--- config.mk ---
export PLATFORM = sky130hd
export DESIGN_NAME = lmp_cordic_stage
export DESIGN_NICKNAME = d
export VERILOG_FILES = /design/src/rtl/lmp_pkg.sv /design/src/rtl/lmp_cordic_stage.sv
export SDC_FILE = /design/constraint.sdc
export NUM_CORES = 1
export LEC_CHECK = 0
export ABC_AREA = 1
export BUFFER_PORTS_ARGS = -buffer_cell sky130_fd_sc_hd__buf_2
export CORE_MARGIN = 4
export CORE_UTILIZATION = 25
export DETAILED_ROUTE_END_ITERATION = 8
export PLACE_DENSITY = 0.4
export SETUP_SLACK_MARGIN = 0.4
export SYNTH_ARGS = -nofsm -noshare
export SYNTH_HDL_FRONTEND = slang
export SYNTH_SLANG_ARGS = --single-unit
--- constraint.sdc ---
create_clock -name clk -period 4.9 [get_ports clk]
set_input_delay 0.245 -clock clk [delete_from_list [all_inputs] [get_ports clk]]
set_output_delay 0.245 -clock clk [all_outputs]
set_load 0.03 [all_outputs]
--- src/rtl/lmp_pkg.sv ---
`default_nettype none
package lmp_pkg;
  localparam int TblLen = 24;
  localparam int AngW = 26;
  localparam logic signed [AngW-1:0] Deg90 = 26'sd2949120;
  localparam logic signed [AngW-1:0] Deg180 = 26'sd5898240;
  localparam logic signed [33:0] CordicK = 34'sd652032874;
  localparam logic [1:0] REG_KNOWN_ID = 2'd0;
  localparam logic [1:0] REG_LM_X = 2'd1;
  localparam logic [1:0] REG_LM_Y = 2'd2;
  localparam logic [1:0] REG_LM_ANGLE = 2'd3;

  function automatic logic signed [AngW-1:0] atan_entry(input logic [4:0] i);
    logic signed [AngW-1:0] r;
    begin
      case (i)
        5'd0: r = 26'sd1474560;
        5'd1: r = 26'sd870484;
        5'd2: r = 26'sd459940;
        5'd3: r = 26'sd233473;
        5'd4: r = 26'sd117189;
        5'd5: r = 26'sd58652;
        5'd6: r = 26'sd29333;
        5'd7: r = 26'sd14667;
        5'd8: r = 26'sd7334;
        5'd9: r = 26'sd3667;
        5'd10: r = 26'sd1833;
        5'd11: r = 26'sd917;
        5'd12: r = 26'sd458;
        5'd13: r = 26'sd229;
        5'd14: r = 26'sd115;
        5'd15: r = 26'sd57;
        5'd16: r = 26'sd29;
        5'd17: r = 26'sd14;
        5'd18: r = 26'sd7;
        5'd19: r = 26'sd4;
        5'd20: r = 26'sd2;
        5'd21: r = 26'sd1;
        default: r = '0;
      endcase
      return r;
    end
  endfunction
endpackage
`default_nettype wire

--- src/rtl/lmp_cordic_stage.sv ---
`default_nettype none
// One registered CORDIC micro-rotation. rotate mode steers on z, vectoring on y.
module lmp_cordic_stage #(
  parameter int W = 36,
  parameter int Shift = 0,
  parameter bit Vectoring = 1'b0
) (
  input  wire logic                 clk,
  input  wire logic signed [W-1:0]  x_in,
  input  wire logic signed [W-1:0]  y_in,
  input  wire logic signed [lmp_pkg::AngW-1:0] z_in,
  output logic signed [W-1:0]       x_out,
  output logic signed [W-1:0]       y_out,
  output logic signed [lmp_pkg::AngW-1:0] z_out
);
  import lmp_pkg::*;
  logic dir;
  logic signed [AngW-1:0] step;
  assign step = atan_entry(5'(Shift));
  assign dir = Vectoring ? ~y_in[W-1] : ~z_in[AngW-1];
  always_ff @(posedge clk) begin
    if (Vectoring ? dir : dir) begin
      if (Vectoring) begin
        x_out <= x_in + (y_in >>> Shift);
        y_out <= y_in - (x_in >>> Shift);
        z_out <= z_in + step;
      end else begin
        x_out <= x_in - (y_in >>> Shift);
        y_out <= y_in + (x_in >>> Shift);
        z_out <= z_in - step;
      end
    end else begin
      if (Vectoring) begin
        x_out <= x_in - (y_in >>> Shift);
        y_out <= y_in + (x_in >>> Shift);
        z_out <= z_in - step;
      end else begin
        x_out <= x_in + (y_in >>> Shift);
        y_out <= y_in - (x_in >>> Shift);
        z_out <= z_in + step;
      end
    end
  end
endmodule
`default_nettype wire

**Yosys cells after proc, flatten, opt, wreduce, memory -nomap -nowiden**

Cells that the tools add are included.

- Output and inout port bits: 98
- Word-level logic and storage cells: 11
- Bits of input ports: 99
- Bits in registers: 98

- Add/subtract/negate cells: 5
- Muxes and demuxes: 3

Operator list:

| kind | number |
|---|---|
| two-way mux 36 bit | 2 |
| subtractor 36 bit | 2 |
| adder 36 bit | 1 |
| adder 26 x 22 -> 26 bit, second input constant | 1 |
| two-way mux 26 bit | 1 |
| subtractor 26 x 22 -> 26 bit, second input constant | 1 |

**Longest topological paths before layout**

- Word-level depth: 2
- Mapped depth: 17

**Least setup slack after synthesis**

Ideal clock, no wire load.

- Path type: input-to-reg
- From: input port z_in[25] in the netlist's numbering
- To: register z_out[25] in the netlist's numbering
- Setup time: 70 ps
- Arrival time: 1,997 ps
- Stages on the path: 10
- Path buffers: 2
- Data required time: 4,830 ps
- Setup slack: 2,834 ps
- Cells stage by stage: clkbuf_1 inv_2 clkbuf_1 ha_1 nand2_1 o21ai_0 a21oi_1 o21ai_0 a21o_1 a21oi_1

- Word-level cells in the longest chain between the ends: 2
- Elaborated cells on any way between the ends: 3
- Classes of those cells: 2 x add/sub; 1 x mux

RTL lines:

| element | line | RTL |
|---|---|---|
| from (decl) | lmp_cordic_stage.sv:11 | `input wire logic signed [lmp_pkg::AngW-1:0] z_in,` |
| subtractor 26 x 22 -> 26 bit / adder 26 x 22 -> 26 bit (equally long branches) | lmp_cordic_stage.sv:30, lmp_cordic_stage.sv:40 |  |
| two-way mux 26 bit * | lmp_cordic_stage.sv:22 | `if (Vectoring ? dir : dir) begin` |
| to (signal assigned) | lmp_cordic_stage.sv:26 | `z_out <= z_in + step;` |
| to (signal assigned) | lmp_cordic_stage.sv:30 | `z_out <= z_in - step;` |
| to (signal assigned) | lmp_cordic_stage.sv:36 | `z_out <= z_in - step;` |
| to (decl) | lmp_cordic_stage.sv:14 | `output logic signed [lmp_pkg::AngW-1:0] z_out` |

Every way passes the cells marked *; elsewhere a longest branch is shown, timed or not.

**Final worst setup path**

- From: input port x_in[4]
- To: register x_out[18]

- Word-level cells in the longest chain between the ends: 2
- Elaborated cells on any way between the ends: 3
- Classes of those cells: 2 x add/sub; 1 x mux

RTL lines:

| element | line | RTL |
|---|---|---|
| from (decl) | lmp_cordic_stage.sv:9 | `input wire logic signed [W-1:0] x_in,` |
| subtractor 36 bit / adder 36 bit (equally long branches) | lmp_cordic_stage.sv:28, lmp_cordic_stage.sv:38 |  |
| two-way mux 36 bit * | lmp_cordic_stage.sv:22 |  |
| to (signal assigned) | lmp_cordic_stage.sv:24 | `x_out <= x_in + (y_in >>> Shift);` |
| to (signal assigned) | lmp_cordic_stage.sv:28 | `x_out <= x_in - (y_in >>> Shift);` |
| to (signal assigned) | lmp_cordic_stage.sv:34 | `x_out <= x_in - (y_in >>> Shift);` |
| to (decl) | lmp_cordic_stage.sv:12 | `output logic signed [W-1:0] x_out,` |

Marks and branches as above.

==> impl_metrics.env <==
export IMPL_status="complete, no violations"
export IMPL_fin_cells=2395
export IMPL_timing_hold_ws_ps=123.8
export IMPL_htreeDepth=3
export IMPL_ys_types=44
export IMPL_synth_fa_ha_area_frac=0.1483
export IMPL_cts_tree="built"
export IMPL_required_ps=5100
export IMPL_clock_sinks=97
export IMPL_core_sq_mm=0.03991
export IMPL_vias=11166
export IMPL_power_leakage_uw=0.006388
export IMPL_place_area_sq_mm=0.01152
export IMPL_peakVddDrop_v=0.0001321
export IMPL_synth_xor_area_frac=0.03276
export IMPL_critPathKind="in -> reg"
export IMPL_std_cell_rows=73
export IMPL_drcViolationCount=0
export IMPL_min_period_over_period=0.4565
export IMPL_clockRootBuffer="clkbuf_16"
export IMPL_grt_pass1_wl_um=65470
export IMPL_synth_top_area_share=0.1912
export IMPL_start_util=0.2545
export IMPL_syn_area_sq_mm=0.01016
export IMPL_wl_um=43150
export IMPL_grt_max_degree=72
export IMPL_p_sw_frac=0.4687
export IMPL_slew_headroom=0.4111
export IMPL_dp_cells=2364
export IMPL_crit_fanout=12
export IMPL_synth_cells=1686
export IMPL_place_congestion=0.9294
export IMPL_yosysSeqAreaShare=0.1912
export IMPL_synth_mux_area_fraction=0
export IMPL_numCtsBuffers=9
export IMPL_synth_compound_area_frac=0.1473
export IMPL_grtUsageTotal=0.1931
export IMPL_maxCapViolCount=0
export IMPL_min_path_type="in -> reg"
export IMPL_die_h_um=209.6
export IMPL_port_buffers=196
export IMPL_clkSlewWorstSetupHoldPaths_ps=80
export IMPL_crit_path_start_kind="input pin"
export IMPL_grt_setup_unrepaired="false"
export IMPL_design_area_sq_mm=0.01200
export IMPL_comb_power_share=0.471
export IMPL_p_sw_uw=1574
export IMPL_path_cells="buf_2, inv_1, ha_1, nand2_1, nor2_1, inv_1, nor2_1, nand2_1, nand3_1, nand2_1, nand2_1, nand2_1, nand3_1, o21ai_1"
export IMPL_powerDensity_mw_per_mm2=280.1
export IMPL_timing_fmax_mhz=447.0
export IMPL_n_fill_cell=4563
export IMPL_setup_tns_ps=0
export IMPL_synth_area_leaders="dfxtp_1, nand2_1, ha_1, inv_1, nand3_1"
export IMPL_synth_warnings=0
export IMPL_synth_edf_count=0
export IMPL_multi_input_area_sq_mm=0.006970
export IMPL_critical_path_top_delay_family="simple AND/OR/NAND/NOR gates"
export IMPL_cp_common_cell="nand2_1"
export IMPL_cts_path_max_buffers=2
export IMPL_drtPass1Iterations=6
export IMPL_drt_initial_drc_count=744
export IMPL_synth_simple_gate_area_frac=0.3578
export IMPL_wl_per_cell_um=18.02
export IMPL_p_clk_frac=0.243
export IMPL_path_buf_inv=3
export IMPL_synth_area_leader_cell="dfxtp_1"
export IMPL_synth_top_family_by_area="simple AND/OR/NAND/NOR gates"
export IMPL_final_layout_size_suffix_gt1_frac=0.1465
export IMPL_antenna_found_initial=2
export IMPL_syn2layout_area_growth_pct=18.08
export IMPL_ant_nets=0
export IMPL_crit_slowest_cell="ha_1"
export IMPL_io_pins=197
export IMPL_synthesis_nets=1903
export IMPL_post_route_min_period_ps=2237
export IMPL_crit_path_end_kind="flip-flop"
export IMPL_max_slew_worst_pin_slew_ps=883.3
export IMPL_slew_viol_final=0
export IMPL_synth_seq_cells=97
export IMPL_die_w_um=209.6
export IMPL_grt_overflow_total=0
export IMPL_num_antenna_cells=0
export IMPL_worstPathArrival_ps=2440
export IMPL_register_area_sq_mm=0.001942
export IMPL_post_cts_buffers=0
export IMPL_synth_flop_cell="dfxtp_1"
export IMPL_finalSetupViolCount=0
export IMPL_p_int_uw=1785
export IMPL_viasPerCell=4.662
export IMPL_avgSynthCellArea_sq_um=6.025
export IMPL_place_hpwl_um=36980
export IMPL_hold_violations=0
export IMPL_synth_async_reset_ratio=0
export IMPL_p_seq_frac=0.286
export IMPL_die_area_sq_mm=0.04392
export IMPL_grt_pass1_vias=11162
export IMPL_power_uw=3359
export IMPL_nNetsFinal=2082
export IMPL_cpPeakStageDelay_ps=580
## layer usage
layer | track usage | share of wire
met2 | 0.3098 | 0.44
met1 | 0.2672 | 0.48
met3 | 0.02601 | 0.053
met4 | 0.06548 | 0.029
met5 | 0 | 0
## synthesized netlist by cell type (3+ instances only)
cell type and instances:
nand2_2 16, buf_2 9, o21ai_1 19, nand3_1 154, fa_1 4, o21ai_2 3
a21o_1 12, o31ai_1 3, a21oi_1 128, nand2_1 480, clkbuf_1 8, nor2_2 14
nor3_2 5, and2_1 5, or2_1 3, inv_1 241, o21bai_1 19, buf_4 25
nor2_1 149, xor2_1 36, a31oi_1 3, o21ai_0 70, ha_1 114, o22ai_1 8
nand4_1 7, dfxtp_1 97, nor3_1 18, inv_2 13
## power groups by stage
stage               combinational, uW  sequential [uW]  clock, uW
floorplan                         785             1240          0
global placement                 1580              979          0
detailed placement               1570              980          0
CTS                              1590              964        859
global route                     1740              974        873
finish                           1580              961        817
## repair_timing
item / CTS / global route
hold buffers: 15 / 0
gates resized for setup: 0 / 0
hold endpoints to repair: 15 / 0
## cells by family after synthesis
group,after synthesis
xor gates and xnor gates,38
adders and majority gates,118
AOI/OAI and AO/OA,272
buffers and inverters,300
DFF,97
and+or+nand+nor,861
## layout make-up
cell class / count / area share
clock buffer: 9 / 0.01878
timing repair buffer: 213 / 0.09555
multi-input combinational: 1289 / 0.5811
inverter: 255 / 0.07980
clock inverter: 7 / 0.008136
sequential: 97 / 0.1619
tap: 525 / 0.05476
## stage by stage
stage / util / setup slack [ps]
after floorplan: - / 2834
after global placement: 0.2887 / 2289
after detailed placement: 0.2887 / 2268
after CTS: 0.3005 / 2686
after global routing: 0.3005 / 2375
final: 0.3005 / 2663
## path summary, 6_finish.rpt
path | startpoint | end | depth (start not counted)
hold / removal | z_in[15] | z_out[15]$_DFF_P_ | 2
setup / recovery | x_in[4] | x_out[18]$_DFF_P_ | 14
## sequential cells by signal, indices dropped and copies added, names as in the netlist
signal / flops
x_out: 35
z_out: 26
y_out: 36
## layout by cell type (no fill, tap or decap), types with 4 or more instances in the layout
cell / Yosys / routed
nand2_1: 480 / 480
inv_1: 241 / 241
buf_2: 9 / 196
nand3_1: 154 / 154
nor2_1: 149 / 149
a21oi_1: 128 / 128
ha_1: 114 / 114
dfxtp_1: 97 / 97
o21ai_0: 70 / 70
xor2_1: 36 / 36
o21bai_1: 19 / 19
o21ai_1: 19 / 19
nor3_1: 18 / 18
nand2_2: 16 / 16
dlygate4sd3_1: 0 / 15
nor2_2: 14 / 14
inv_2: 13 / 13
a21o_1: 12 / 12
clkbuf_16: 0 / 9
o22ai_1: 8 / 8
nand4_1: 7 / 7
and2_1: 5 / 5
nor3_2: 5 / 5
fa_1: 4 / 4
inv_6: 0 / 4
No activity file was read; power rests on OpenSTA's default activity.
